**src/rtl/core/mrfp_pkg.sv**
```systemverilog
// Shared constants for the request frame parser: parse phase codes,
// status codes and the frame header characters. No dependencies.
`timescale 1ns / 1ps

package mrfp_pkg;

  // Parse phases (plain vector codes)
  localparam logic [2:0] PH_IDLE  = 3'd0;
  localparam logic [2:0] PH_M     = 3'd1;
  localparam logic [2:0] PH_DIR   = 3'd2;
  localparam logic [2:0] PH_SIZE  = 3'd3;
  localparam logic [2:0] PH_CMD   = 3'd4;
  localparam logic [2:0] PH_DATA  = 3'd5;
  localparam logic [2:0] PH_CHECK = 3'd6;
  localparam logic [2:0] PH_EMIT  = 3'd7;

  // Result status codes
  localparam logic [2:0] ST_BUSY      = 3'd0;
  localparam logic [2:0] ST_OK        = 3'd1;
  localparam logic [2:0] ST_BAD_START = 3'd2;
  localparam logic [2:0] ST_BAD_M     = 3'd3;
  localparam logic [2:0] ST_BAD_DIR   = 3'd4;
  localparam logic [2:0] ST_BAD_SUM   = 3'd5;
  localparam logic [2:0] ST_OVERSIZE  = 3'd6;

  // Header characters
  localparam logic [7:0] CH_START = 8'h24;  // '$'
  localparam logic [7:0] CH_M     = 8'h4D;  // 'M'
  localparam logic [7:0] CH_DIR   = 8'h3C;  // '<'

endpackage

```
**src/rtl/core/msp_request_frame_parser.sv**
```systemverilog
// Request frame parser top level: header/size/command/payload/checksum
// sequencer around the payload store. Uses mrfp_pkg and mrfp_payload_ram.
`timescale 1ns / 1ps

//  channel | ports                                         | dir
//  --------+-----------------------------------------------+-----
//  in      | in_valid, in_stall, in_byte_in                | in
//  out     | out_valid, out_stall, out_status,             | out
//          | out_frame_command, out_frame_size,            |
//          | out_payload_valid, out_payload_index,         |
//          | out_payload_byte, out_last                    |
//
//  Every byte that does not finish a good frame with payload yields one beat.
//  A good frame with N payload bytes yields N beats; for each, the single
//  read port of the payload store is read, then the output register loaded.
//  Synchronous active-low reset returns the parser to idle; the store is not
//  cleared. in_stall is high while payload beats go out and whenever the
//  output register is full and stalled.

module msp_request_frame_parser
  import mrfp_pkg::*;
#(
  parameter int PAYLOAD_DEPTH = 64
) (
  input  logic       clk,
  input  logic       rst_n,
  input  logic       in_valid,
  output logic       in_stall,
  input  logic [7:0] in_byte_in,
  output logic       out_valid,
  input  logic       out_stall,
  output logic [2:0] out_status,
  output logic [7:0] out_frame_command,
  output logic [6:0] out_frame_size,
  output logic       out_payload_valid,
  output logic [5:0] out_payload_index,
  output logic [7:0] out_payload_byte,
  output logic       out_last
);

  localparam int AW = (PAYLOAD_DEPTH > 1) ? $clog2(PAYLOAD_DEPTH) : 1;
  localparam logic [8:0] DEPTH9 = 9'(PAYLOAD_DEPTH);

  // Control state
  logic [2:0] phase_r, phase_nxt;
  logic       emit_rdy_r, emit_rdy_nxt;
  logic       out_valid_r, out_valid_nxt;
  // Frame state
  logic [7:0] expected_size_r, expected_size_nxt;
  logic [7:0] command_byte_r, command_byte_nxt;
  logic [6:0] received_count_r, received_count_nxt;
  logic [7:0] running_xor_r, running_xor_nxt;
  logic [7:0] emit_idx_r, emit_idx_nxt;
  // Output register
  logic [2:0] o_status_r;
  logic [7:0] o_cmd_r;
  logic [6:0] o_size_r;
  logic       o_pvalid_r;
  logic [5:0] o_pidx_r;
  logic [7:0] o_pbyte_r;
  logic       o_last_r;

  logic       ld_out;
  logic [2:0] ld_status;
  logic [7:0] ld_cmd;
  logic [6:0] ld_size;
  logic       ld_pvalid;
  logic [5:0] ld_pidx;
  logic [7:0] ld_pbyte;
  logic       ld_last;

  logic       in_acc, out_free;
  logic [6:0] count_inc;
  logic [8:0] idx_inc;
  logic [7:0] wr_addr_ext;
  logic       ram_we, ram_re;
  logic [7:0] ram_rdata;

  assign out_free = ~out_valid_r | ~out_stall;
  assign in_stall = (phase_r == PH_EMIT) | ~out_free;
  assign in_acc   = in_valid & ~in_stall;

  assign count_inc   = received_count_r + 7'd1;
  assign idx_inc     = {1'b0, emit_idx_r} + 9'd1;
  assign wr_addr_ext = {1'b0, received_count_r};

  // Store write while collecting payload; reads only happen while emitting,
  // so the two ports never touch the same entry in the same cycle.
  assign ram_we = in_acc & (phase_r == PH_DATA) & ({2'b0, received_count_r} < DEPTH9);
  assign ram_re = (phase_r == PH_EMIT) & ~emit_rdy_r;

  mrfp_payload_ram #(
    .DEPTH (PAYLOAD_DEPTH),
    .AW    (AW)
  ) u_ram (
    .clk     (clk),
    .wr_en   (ram_we),
    .wr_addr (wr_addr_ext[AW-1:0]),
    .wr_data (in_byte_in),
    .rd_en   (ram_re),
    .rd_addr (emit_idx_r[AW-1:0]),
    .rd_data (ram_rdata)
  );

  // Parse sequencer
  always_comb begin
    phase_nxt          = phase_r;
    emit_rdy_nxt       = emit_rdy_r;
    expected_size_nxt  = expected_size_r;
    command_byte_nxt   = command_byte_r;
    received_count_nxt = received_count_r;
    running_xor_nxt    = running_xor_r;
    emit_idx_nxt       = emit_idx_r;
    ld_out    = 1'b0;
    ld_status = ST_BUSY;
    ld_cmd    = 8'd0;
    ld_size   = 7'd0;
    ld_pvalid = 1'b0;
    ld_pidx   = 6'd0;
    ld_pbyte  = 8'd0;
    ld_last   = 1'b1;

    if (phase_r == PH_EMIT) begin
      if (!emit_rdy_r) begin
        emit_rdy_nxt = 1'b1;
      end else if (out_free) begin
        ld_out    = 1'b1;
        ld_status = ST_OK;
        ld_cmd    = command_byte_r;
        ld_size   = expected_size_r[6:0];
        ld_pvalid = 1'b1;
        ld_pidx   = emit_idx_r[5:0];
        ld_pbyte  = ram_rdata;
        ld_last   = (idx_inc == {1'b0, expected_size_r});
        emit_rdy_nxt = 1'b0;
        emit_idx_nxt = idx_inc[7:0];
        if (ld_last) begin
          phase_nxt = PH_IDLE;
        end
      end
    end else if (in_acc) begin
      ld_out = 1'b1;
      case (phase_r)
        PH_M: begin
          if (in_byte_in != CH_M) begin
            phase_nxt = PH_IDLE;
            ld_status = ST_BAD_M;
          end else begin
            phase_nxt = PH_DIR;
          end
        end
        PH_DIR: begin
          if (in_byte_in != CH_DIR) begin
            phase_nxt = PH_IDLE;
            ld_status = ST_BAD_DIR;
          end else begin
            phase_nxt = PH_SIZE;
          end
        end
        PH_SIZE: begin
          expected_size_nxt = in_byte_in;
          running_xor_nxt   = in_byte_in;
          if ({1'b0, in_byte_in} > DEPTH9) begin
            phase_nxt = PH_IDLE;
            ld_status = ST_OVERSIZE;
          end else begin
            phase_nxt = PH_CMD;
          end
        end
        PH_CMD: begin
          command_byte_nxt   = in_byte_in;
          running_xor_nxt    = running_xor_r ^ in_byte_in;
          received_count_nxt = 7'd0;
          phase_nxt = (expected_size_r == 8'd0) ? PH_CHECK : PH_DATA;
        end
        PH_DATA: begin
          running_xor_nxt    = running_xor_r ^ in_byte_in;
          received_count_nxt = count_inc;
          if ({1'b0, count_inc} >= expected_size_r) begin
            phase_nxt = PH_CHECK;
          end
        end
        PH_CHECK: begin
          phase_nxt = PH_IDLE;
          if (running_xor_r != in_byte_in) begin
            ld_status = ST_BAD_SUM;
          end else if (expected_size_r == 8'd0) begin
            ld_status = ST_OK;
            ld_cmd    = command_byte_r;
          end else begin
            // good frame with payload: hand over to the emit sequence
            ld_out       = 1'b0;
            phase_nxt    = PH_EMIT;
            emit_idx_nxt = 8'd0;
            emit_rdy_nxt = 1'b0;
          end
        end
        default: begin
          if (in_byte_in != CH_START) begin
            phase_nxt = PH_IDLE;
            ld_status = ST_BAD_START;
          end else begin
            phase_nxt = PH_M;
          end
        end
      endcase
    end
  end

  assign out_valid_nxt = ld_out | (out_valid_r & out_stall);

  // Control registers
  always_ff @(posedge clk) begin
    if (!rst_n) begin
      phase_r          <= PH_IDLE;
      emit_rdy_r       <= 1'b0;
      out_valid_r      <= 1'b0;
      expected_size_r  <= 8'd0;
      command_byte_r   <= 8'd0;
      received_count_r <= 7'd0;
      running_xor_r    <= 8'd0;
      emit_idx_r       <= 8'd0;
    end else begin
      phase_r          <= phase_nxt;
      emit_rdy_r       <= emit_rdy_nxt;
      out_valid_r      <= out_valid_nxt;
      expected_size_r  <= expected_size_nxt;
      command_byte_r   <= command_byte_nxt;
      received_count_r <= received_count_nxt;
      running_xor_r    <= running_xor_nxt;
      emit_idx_r       <= emit_idx_nxt;
    end
  end

  // Output beat register
  always_ff @(posedge clk) begin
    if (ld_out) begin
      o_status_r <= ld_status;
      o_cmd_r    <= ld_cmd;
      o_size_r   <= ld_size;
      o_pvalid_r <= ld_pvalid;
      o_pidx_r   <= ld_pidx;
      o_pbyte_r  <= ld_pbyte;
      o_last_r   <= ld_last;
    end
  end

  assign out_valid         = out_valid_r;
  assign out_status        = o_status_r;
  assign out_frame_command = o_cmd_r;
  assign out_frame_size    = o_size_r;
  assign out_payload_valid = o_pvalid_r;
  assign out_payload_index = o_pidx_r;
  assign out_payload_byte  = o_pbyte_r;
  assign out_last          = o_last_r;

  // Input is held off for the whole payload emit sequence
  a_emit_blocks_input: assert property (@(posedge clk) disable iff (!rst_n)
    (phase_r == PH_EMIT) |-> in_stall)
    else $error("input accepted during payload emit");

  // Emit index never runs past the frame length
  a_emit_idx_range: assert property (@(posedge clk) disable iff (!rst_n)
    (phase_r == PH_EMIT) |-> ({1'b0, emit_idx_r} < {1'b0, expected_size_r}))
    else $error("emit index beyond frame size");

  // Payload beats only carry frame ok status
  a_payload_is_ok: assert property (@(posedge clk) disable iff (!rst_n)
    (out_valid_r && o_pvalid_r) |-> (o_status_r == ST_OK))
    else $error("payload beat with non-ok status");

  // Any status other than frame ok ends its byte in a single beat
  a_status_last: assert property (@(posedge clk) disable iff (!rst_n)
    (out_valid_r && (o_status_r != ST_OK)) |-> o_last_r)
    else $error("status beat without last");

  // A payload store read is always followed by a ready read data cycle
  a_read_then_ready: assert property (@(posedge clk) disable iff (!rst_n)
    ram_re |=> (phase_r == PH_EMIT) && emit_rdy_r)
    else $error("read data not marked ready");

endmodule

```
**src/rtl/core/mrfp_payload_ram.sv**
```systemverilog
// Payload store of the request frame parser: one write port, one read port,
// registered read data. Depends on nothing else.
`timescale 1ns / 1ps

module mrfp_payload_ram #(
  parameter int DEPTH = 64,
  parameter int AW    = 6
) (
  input  logic          clk,
  input  logic          wr_en,
  input  logic [AW-1:0] wr_addr,
  input  logic [7:0]    wr_data,
  input  logic          rd_en,
  input  logic [AW-1:0] rd_addr,
  output logic [7:0]    rd_data
);

  logic [7:0] mem [DEPTH];
  logic [7:0] rd_data_r;

  // Write port
  always_ff @(posedge clk) begin
    if (wr_en) begin
      mem[wr_addr] <= wr_data;
    end
  end

  // Read port, data held until the next read
  always_ff @(posedge clk) begin
    if (rd_en) begin
      rd_data_r <= mem[rd_addr];
    end
  end

  assign rd_data = rd_data_r;

endmodule

```
**config.mk**
```make
export PLATFORM = sky130hd
export DESIGN_NAME = msp_request_frame_parser
export DESIGN_NICKNAME = d
export VERILOG_FILES = /design/src/rtl/core/mrfp_pkg.sv /design/src/rtl/core/msp_request_frame_parser.sv /design/src/rtl/core/mrfp_payload_ram.sv
export SDC_FILE = /design/constraint.sdc
export NUM_CORES = 1
export LEC_CHECK = 0
export BUFFER_PORTS_ARGS = -buffer_cell sky130_fd_sc_hd__buf_4
export CAP_MARGIN = 10
export CORE_MARGIN = 2
export CORE_UTILIZATION = 56
export CTS_CLUSTER_SIZE = 25
export DETAILED_ROUTE_END_ITERATION = 16
export GPL_ROUTABILITY_DRIVEN = 0
export HOLD_SLACK_MARGIN = 0.03
export PLACE_DENSITY = 0.82
export SETUP_SLACK_MARGIN = 0.1
export SKIP_CTS_REPAIR_TIMING = 1
export SYNTH_ARGS = -nofsm -noshare
export SYNTH_HDL_FRONTEND = slang
export SYNTH_SLANG_ARGS = --single-unit
```
**constraint.sdc**
```tcl
create_clock -name clk -period 2.65 [get_ports clk]
set_clock_uncertainty 0.05 [all_clocks]
set_input_delay 0.265 -clock clk [delete_from_list [all_inputs] [get_ports clk]]
set_output_delay 0.265 -clock clk [all_outputs]
set_load 0.02 [all_outputs]
```
* Yosys cells after proc, flatten, opt, wreduce, memory -nomap -nowiden
Memories as Yosys holds them, arrays and structs flattened. A register that Yosys moved wholly into a read port is not among the register bits.
Index checks and enable logic that the tools add are counted.
** Word-level totals
- Register bits after elaboration :: 78
- Bits in writable memories :: 512
- Memories kept :: 1
** Memories
- u_ram.mem :: depth 64, width 8, rd ports 1, clocked after Yosys merged registers in 1, write ports 1, RTL line mrfp_payload_ram.sv:18 : logic [7:0] mem [DEPTH];
** Operators by class
- Add/subtract/negate cells :: 2
- $lt $le $gt $ge :: 3
- Equality and inequality tests :: 18
- Mux-type cells :: 57
- Bitwise gates (word level) :: 15
- Reduce and logical (&&, ||, !) cells :: 14
** Operators by type and width (count)
- $mux 8 :: 14
- $mux 3 :: 14
- $mux 1 :: 20
- $pmux 3 s6 :: 1
- $ne 8x6->1 const B :: 2
- $pmux 8 s2 :: 1
- $pmux 3 s5 :: 1
- $reduce_and 3->1 :: 5
- $pmux 7 s2 :: 1
- $eq 3x3->1 const B :: 4
- $mux 2 :: 5
- $add 8x1->9 const B :: 1
- $eq 9x8->1 :: 1
- $ge 7x8->1 :: 1
- $gt 8x7->1 const B :: 1
- $logic_not 8->1 :: 1
- $ne 2x2->1 const B :: 4
- $ne 8x7->1 const B :: 1
- $ne 8x8->1 :: 1
- $reduce_bool 2->1 :: 4
- $xor 8x8->8 :: 1
- $add 7x1->7 const B :: 1
- $lt 7x7->1 const B :: 1
- $eq 3x2->1 const B :: 2
- other kinds (10) :: 21

* Logic depth before layout (Yosys ltp)
Gate-level depths: netlist of run 1.
- Word-level depth :: 10
- Gate-level depth with buffers :: 10
- Depth with buffers taken out :: 10

* Hierarchy
A second synthesis of run 1 with hierarchy kept.
** Second synthesis, totals
- Cells, all modules :: 1401
- Area total of the unflattened synthesis :: 24214.5 um^2
** Modules (own cells, without submodules)
- mrfp_payload_ram :: times used 1, cells each 962, area each 20205.6 um^2
- msp_request_frame_parser :: times used 1, cells each 439, area each 4008.8 um^2

* Worst setup path after synthesis of run 1
Ideal clock, no wire load.
- Path type :: register to register
- From :: register out_valid_r, in the netlist out_valid
- To :: memory u_ram.mem[61][0] (enable)
- Data arrival time :: 2092 ps
- Slack :: 137 ps
- Stages on the path, launching flop included :: 8
- Path buffers :: 1
- Clock period less this slack :: 2513 ps
- Cells stage by stage :: dfxtp_1 nand2_1 nand2_1 or3_1 clkbuf_1 nor3_1 nand3_1 nor2_1
** On the way
- Longest elaborated chain between the ends :: 10
** RTL lines
- start, declared :: RTL line msp_request_frame_parser.sv:47 : logic out_valid_r, out_valid_nxt;
- start signal, assigned :: RTL line msp_request_frame_parser.sv:226 : out_valid_r <= out_valid_nxt;
- $not 1->1 :: RTL line msp_request_frame_parser.sv:79 : assign out_free = ~out_valid_r | ~out_stall;
- $or 1x1->1 :: RTL line msp_request_frame_parser.sv:79
- $not 1->1 :: RTL line msp_request_frame_parser.sv:80 : assign in_stall = (phase_r == PH_EMIT) | ~out_free;
- $or 1x1->1 :: RTL line msp_request_frame_parser.sv:80
- $not 1->1 :: RTL line msp_request_frame_parser.sv:81 : assign in_acc = in_valid & ~in_stall;
- $and 1x1->1 :: RTL line msp_request_frame_parser.sv:81
- $and 1x1->1 (2 in a row) :: RTL line msp_request_frame_parser.sv:89 : assign ram_we = in_acc & (phase_r == PH_DATA) & ({2'b0, received_count_r} < DEPTH9);
- $mux 1 :: RTL line mrfp_payload_ram.sv:23 : if (wr_en) begin
- $mux 1 (not written as such) :: RTL line mrfp_payload_ram.sv:24 : mem[wr_addr] <= wr_data;
- end, declared :: RTL line mrfp_payload_ram.sv:18
Every way passes these cells.

==> summary.md, run 1 <==
| Metric | Value |
|---|---|
| Hold WS | 0.00159 ns |
| Post-Syn Area | 24,100 um2 |
| Fin Setup TNS | 0 ns |
| Final count of hold timing violations | 0 |
| Final Setup Violations | 0 |
| Switching share of power | 0.206 |
| Fraction of layout instances using a drive strength above 1 | 0.299 |
| Post-Synth XOR/XNOR Area | 0.00980 |
| Maximum vdd drop | 0.558 mV |
| Core Box Area | 42,800 um2 |
| FF+latch count, synth | 598 |
| Number of synthesized flops with an enable pin | 554 |
| CP Launch Type | register |
| Final cycle utilization of the critical path | 0.975 |
| Most common flop cell mapped by yosys | edfxtp_1 |
| Slowest-stage cell, CP | mux4_1 |
| Die height | 212 um |
| Ant diodes | 0 |
| Rel. slew slack | 0.469 |
| Most common cell after layout, fill and taps aside | edfxtp_1 |
| Post-Synth Adder-Cell Area | 0.00467 |
| MaxCap Viol Count | 0 |
| Std-Cell Rows | 76 |
| Post-synthesis cell type count | 55 |
| Unrepaired setup endpoints after global routing | yes |
| Critical path class | reg2reg |
| Kind of end point of the critical path | register |
| Longest Clk Path Bufs | 3 |
| CP peak stage delay | 0.57 ns |
| Drc violations | 0 |
| Drt pass-1 iters | 8 |
| Int Pwr | 14,700 uW |
| Sequential share of power | 0.557 |
| First-pass GRT wire length | 84.2 mm |
| Sequential fraction of the synthesis area | 0.726 |
| Mux contribution to synthesized area | 0.142 |
| DR WL/cell | 28.1 um |
| Critical Path, Cell by Cell | clkbuf_4, buf_16, mux4_1, mux4_2, nor2b_1, a21oi_1, nand2_1 |
| Clock power frac | 0.421 |
| Main combinational cell family by area after synthesis | multiplexers |
| Req. time, crit path | 3.00 ns |
| Psw | 3830 uW |
| Initial Utilization | 0.564 |
| Commonest non-fill, non-tap cells in the layout | edfxtp_1, buf_4, mux4_2, nor2_1, clkbuf_16 |
| Hold Crit Depth | 4 |
| Synth area leaders | edfxtp_1, mux4_2, dfxtp_1, nor2_1, nor2b_1 |
| Area grow syn2layout | 17.2% |
| Tot GR Track Use | 0.260 |
| Via count | 13,800 |
| Grt ovf | 0 |
| Initial DRC Count | 2,256 |
| Leakage | 0.00908 uW |
| # clock sinks | 598 |
| Worst-path clk slew | 0.06 ns |
| Final WL | 59.5 mm |
| Largest net degree at the start of global routing | 66 |
| Post-DRT Antenna Nets | 0 |
| Post-synth top area cell | edfxtp_1 |
| Clk root buf | clkbuf_16 |
| PwrDens | 657 nW/um2 |
| Synth top area share | 0.689 |
| CTS buffer count | 57 |
| Synth async-reset ratio | 0 |
| CP arrival | 2.93 ns |
| Synth Area in Compound Gates | 0.0374 |
| Initial antenna violation count | 2 |
| Gate Count Post-Synth | 1,314 |
| Synth Area per Inst | 18.4 um2 |
| Placed cells | 1,966 |
| Die Span X | 212 um |
| Cells on worst reg2reg path | 7 |
| Worst-path maximum fanout | 15 |
| Via-to-Cell Ratio | 6.53 |
| Top Ports | 48 |
| Layout Nets | 1,543 |
| Vias in the first global route | 13,500 |
| Slew @ Worst Pin | 0.796 ns |
| Die Area | 44,800 um2 |
| Simple-Gate Fraction of Synth Area | 0.0606 |
| R2R Setup Slk | 0.07 ns |
| Gate power share | 0.021 |
| Htree depth | 2 |
| I/O Buffers | 47 |
| Syn_nets | 1,335 |
| Finished Layout Cells | 2,117 |
| Period minus WS final | 2.58 ns |
| Outcome | finished, final reports clean |
| Hold Path Class | in2reg |
| Fmax achieved | 387 MHz |
| CTS tree | built |
| Clock latency on the worst-skew pair | 0.65 ns |
| Syn. warnings | 0 |
| HPWL after DPL | 34.8 mm |
| Final Max Tran Viols | 0 |
==> metrics by stage <==
step	cell area (um2)	util	setup slack [ns]	power, uW
3_5_place_dp	25900	0.605	0.0558	10900
3_3_place_gp	25900	0.605	0.0512	10900
2_1_floorplan	24100	-	0.137	10700
5_1_grt	28300	0.661	0.0121	19000
6_report	28300	0.661	0.0667	18600
4_1_cts	27700	0.647	0.0301	18700
==> cells by family after synthesis <==
logic type,count (synthesis)
xor+xnor,27
buf+inv,89
compound gates,132
flops,598
fa+ha+maj,9
simple gates,298
mux,161
==> registers in the layout, indices dropped and copies added, names as in the netlist <==
signal and cells:
out_payload_byte 8, command_byte_r 8, out_valid 1, emit_rdy_r 1, out_status 3, received_count_r 7
emit_idx_r 8, out_payload_index 6, phase_r 3, expected_size_r 8, u_ram.mem 512, out_payload_valid 1
out_frame_command 8, running_xor_r 8, out_frame_size 7, out_last 1, u_ram.rd_data 8
==> metal layers <==
metal,vias to the layer above,share of wire,global-route usage
met2,1058,0.49,0.416
met1,6888,0.36,0.343
met4,4,0.047,0.117
met3,206,0.11,0.0614
li1,5672,-,-
met5,-,0.00044,0
==> power groups by stage <==
stage                     Combinational, uW  Clock [uW]  Sequential [uW]
final                                   399        7830            10300
after detailed placement                383           0            10500
after global routing                    425        8250            10300
after floorplan                         106           0            10600
after global placement                  369           0            10500
after CTS                               384        7920            10300
==> worst paths after layout <==
check,from,to
min,in_valid,emit_rdy_r
max reg2reg,emit_idx_r[0],u_ram.rd_data[4]
max,emit_idx_r[0],u_ram.rd_data[4]
min reg2reg,emit_idx_r[6],emit_idx_r[6]
==> critical path, delay by kind of cell (launching register included) <==
family / cells / cell delay, ns
muxes: 2 / 1.05
AOI/OAI and AO/OA: 1 / 0.18
DFF: 1 / 0.36
and+or+nand+nor: 2 / 0.31
buffers and inverters: 2 / 0.38
==> area by class of cell <==
class	count	area [um2]
tap	546	683
sequential	598	17500
inverter	11	41.3
clock inverter	36	312
fill	2644	14500
multi-input combinational	627	6260
clock buffer	72	1490
timing repair buffer	227	1950
==> cell usage after synthesis (all sizes together), types with 2 or more instances <==
master and count:
nand3 19, or2 5, or3 7, o31ai 2, buf 40, a211oi 10, edfxtp 554, nand2b 4
dfxtp 44, nor3b 2, nor2 108, nor4 4, a21oi 17, clkbuf 38, xnor2 21, nand3b 3
and2 24, a21boi 12, a22oi 9, and3 3, a31o 2, nor3 14, o211ai 9, mux4 144
o22ai 8, o21ai 25, nand2 46, a221o 8, a22o 8, nand4 7, nor2b 48, ha 9
a31oi 14, inv 11, mux2i 17, or3b 2, xor2 6
No activity file was read; power rests on OpenSTA's default activity.
==> inputs of run 2 (changes only) <==
--- a/config.mk
+++ b/config.mk
@@ -7,12 +7,14 @@
 export LEC_CHECK = 0
 export BUFFER_PORTS_ARGS = -buffer_cell sky130_fd_sc_hd__buf_4
 export CAP_MARGIN = 10
+export CORE_ASPECT_RATIO = 0.6
 export CORE_MARGIN = 2
 export CORE_UTILIZATION = 56
 export CTS_CLUSTER_SIZE = 25
 export DETAILED_ROUTE_END_ITERATION = 16
 export GPL_ROUTABILITY_DRIVEN = 0
 export HOLD_SLACK_MARGIN = 0.03
+export MAX_ROUTING_LAYER = met4
 export PLACE_DENSITY = 0.82
 export SETUP_SLACK_MARGIN = 0.1
 export SKIP_CTS_REPAIR_TIMING = 1
==> run 2 against run 1 <==
Against the previous run: final cell count decreased by 0.90%; power decreased by 4.5%; worst setup slack improved by 0.049 ns; critical path type unchanged; via count decreased by 2.7%; combinational power decreased by 2%; critical path depth unchanged; clock-buffer cell count decreased by 9; maximum frequency increased by 1.9%.
==> summary.md, run 2 (synthesis gave the netlist of run 1 again) <==
| Metric | Value |
|---|---|
| Outcome | finished, final reports clean |
| Initial DRC Count | 2,135 (-5.4%) |
| First-pass GRT wire length | 85.8 mm (+1.8%) |
| Commonest non-fill, non-tap cells in the layout | edfxtp_1, buf_4, mux4_2, nor2_1, clkbuf_16 |
| Largest register by flop count | u_ram.mem |
| Worst-path maximum fanout | 7 (-8) |
| Crit. Startpoint | emit_idx_r[0] |
| Die height | 165 um (-22%) |
| Area grow syn2layout | 15.0% |
| Fraction of layout instances using a drive strength above 1 | 0.285 (-0.0137) |
| Period minus WS final | 2.53 ns (-0.0490 ns) |
| Post-DRT Antenna Nets | 0 (unchanged) |
| Kind of end point of the critical path | register |
| Final cycle utilization of the critical path | 0.956 (-0.0185) |
| Clock latency on the worst-skew pair | 0.59 ns (-0.06 ns) |
| Largest net degree at the start of global routing | 69 (+4.5%) |
| Slew @ Worst Pin | 0.825 ns (+0.0292 ns) |
| Longest Clk Path Bufs | 3 (unchanged) |
| Final Setup Violations | 0 (unchanged) |
| Reg-to-Reg Start | emit_idx_r[0] |
| Core Box Area | 42,200 um2 (-1.5%) |
| Drt pass-1 iters | 5 (-3) |
| Final count of hold timing violations | 0 (unchanged) |
| Worst-path clk slew | 0.07 ns (about the same) |
| Htree depth | 2 (unchanged) |
| PwrDens | 639 nW/um2 (-2.7%) |
| CP arrival | 2.82 ns (-0.11 ns) |
| CTS tree | built |
| GRT busiest layer | met1 |
| Max reg flops | 512 (unchanged) |
| Layout Nets | 1,503 (-2.6%) |
| Unrepaired setup endpoints after global routing | yes |
| Req. time, crit path | 2.93 ns (-0.07 ns) |
| DR WL/cell | 27.9 um (-0.61%) |
| Leakage | 0.00877 uW (-3.5%) |
| Cells on worst reg2reg path | 7 (unchanged) |
| Via-to-Cell Ratio | 6.41 (-1.8%) |
| I/O Buffers | 47 (unchanged) |
| Final Max Tran Viols | 0 (unchanged) |
| Met1 usage | 0.395 (+0.0520) |
| Maximum vdd drop | 0.617 mV (+11%) |
| Die Span X | 272 um (+29%) |
| # clock sinks | 598 (unchanged) |
| Die Area | 44,800 um2 (+0.12%) |
| Grt ovf | 0 (unchanged) |
| Drc violations | 0 (unchanged) |
| Clk root buf | clkbuf_16 |
| Global routing usage on met2 | 0.373 (-0.0429) |
| Initial antenna violation count | 6 (+4) |
| Rel. slew slack | 0.446 (-0.0237) |
| Vias in the first global route | 13,100 (-2.9%) |
| MaxCap Viol Count | 0 (unchanged) |
| Top Ports | 48 (unchanged) |
| Hold Path Class | in2reg |
| CTS buffer count | 49 (-14%) |
| Initial Utilization | 0.572 (+0.00840) |
| Fillcell total | 2,652 (+0.30%) |
| Most common cell after layout, fill and taps aside | edfxtp_1 |
| CP Launch Type | register |
| Fmax achieved | 395 MHz (+1.9%) |
| Hold Crit Depth | 3 (-1) |
| HPWL after DPL | 37.1 mm (+6.5%) |
| Via count | 13,500 (-2.7%) |
| Critical path class | reg2reg |
| Final Util | 0.658 (-0.00247) |
| Std-Cell Rows | 58 (-24%) |
| Hold_sp | in_byte_in[4] |
| Tot GR Track Use | 0.272 (+0.0127) |
| Final WL | 58.6 mm (-1.5%) |
| Fin Setup TNS | 0 ns (unchanged) |
| GRT met3 Usage | 0.0968 (+0.0354) |
[run 2: area by class of cell]
cell class | count | area [um2] | area share
flip-flops and latches | 598 | 17500 | 0.632
multi-input cells | 627 | 6280 | 0.226
repair buffers | 195 | 1660 | 0.0598
clock buffers | 63 | 1300 | 0.0468
well taps | 570 | 713 | 0.0257
clock inverters | 26 | 205 | 0.00739
inverters | 11 | 41.3 | 0.00149
diodes | 8 | 20.0 | 0.000721
[run 2: layer usage]
| metal | up-vias | share of wire |
|---|---|---|
| met3 | 126 | 0.14 |
| met1 | 6769 | 0.40 |
| met2 | 960 | 0.44 |
| met4 | 0 | 0.023 |
| li1 | 5599 | - |
| met5 | - | 0 |
[run 2: final timing paths]
path,endpoint,slack (ns)
setup / recovery,u_ram.rd_data[0],0.12
hold / removal,command_byte_r[4],0.005
setup reg to reg,u_ram.rd_data[0],0.12
hold reg to reg,emit_idx_r[6],0.45
[run 2: critical path: stages (launching register included)]
cell and delay [ns]:
dfxtp_4 0.41, buf_12 0.19, buf_12 0.15, mux4_2 0.54
mux4_2 0.51, nor2b_1 0.17, a21oi_2 0.18, nand2_1 0.07
[run 2: per-stage QoR]
step	std cells	area (um2)	power, uW	hold slack [ns]	setup slack [ns]
2_1_floorplan	1314	24100	10700	0.314	0.137
3_3_place_gp	1990	25900	10900	0.428	0.00811
3_5_place_dp	1990	25900	10900	0.424	-0.0181
4_1_cts	2079	27500	17800	-0.0566	-0.0292
5_1_grt	2096	27800	18200	0.0392	0.0872
6_report	2098	27800	17700	0.00472	0.116
[run 2: report_power, final]
part	switching [uW]	total (uW)	internal [uW]
clock	3250	7000	3760
sequential	18.6	10300	10300
combinational	291	393	103
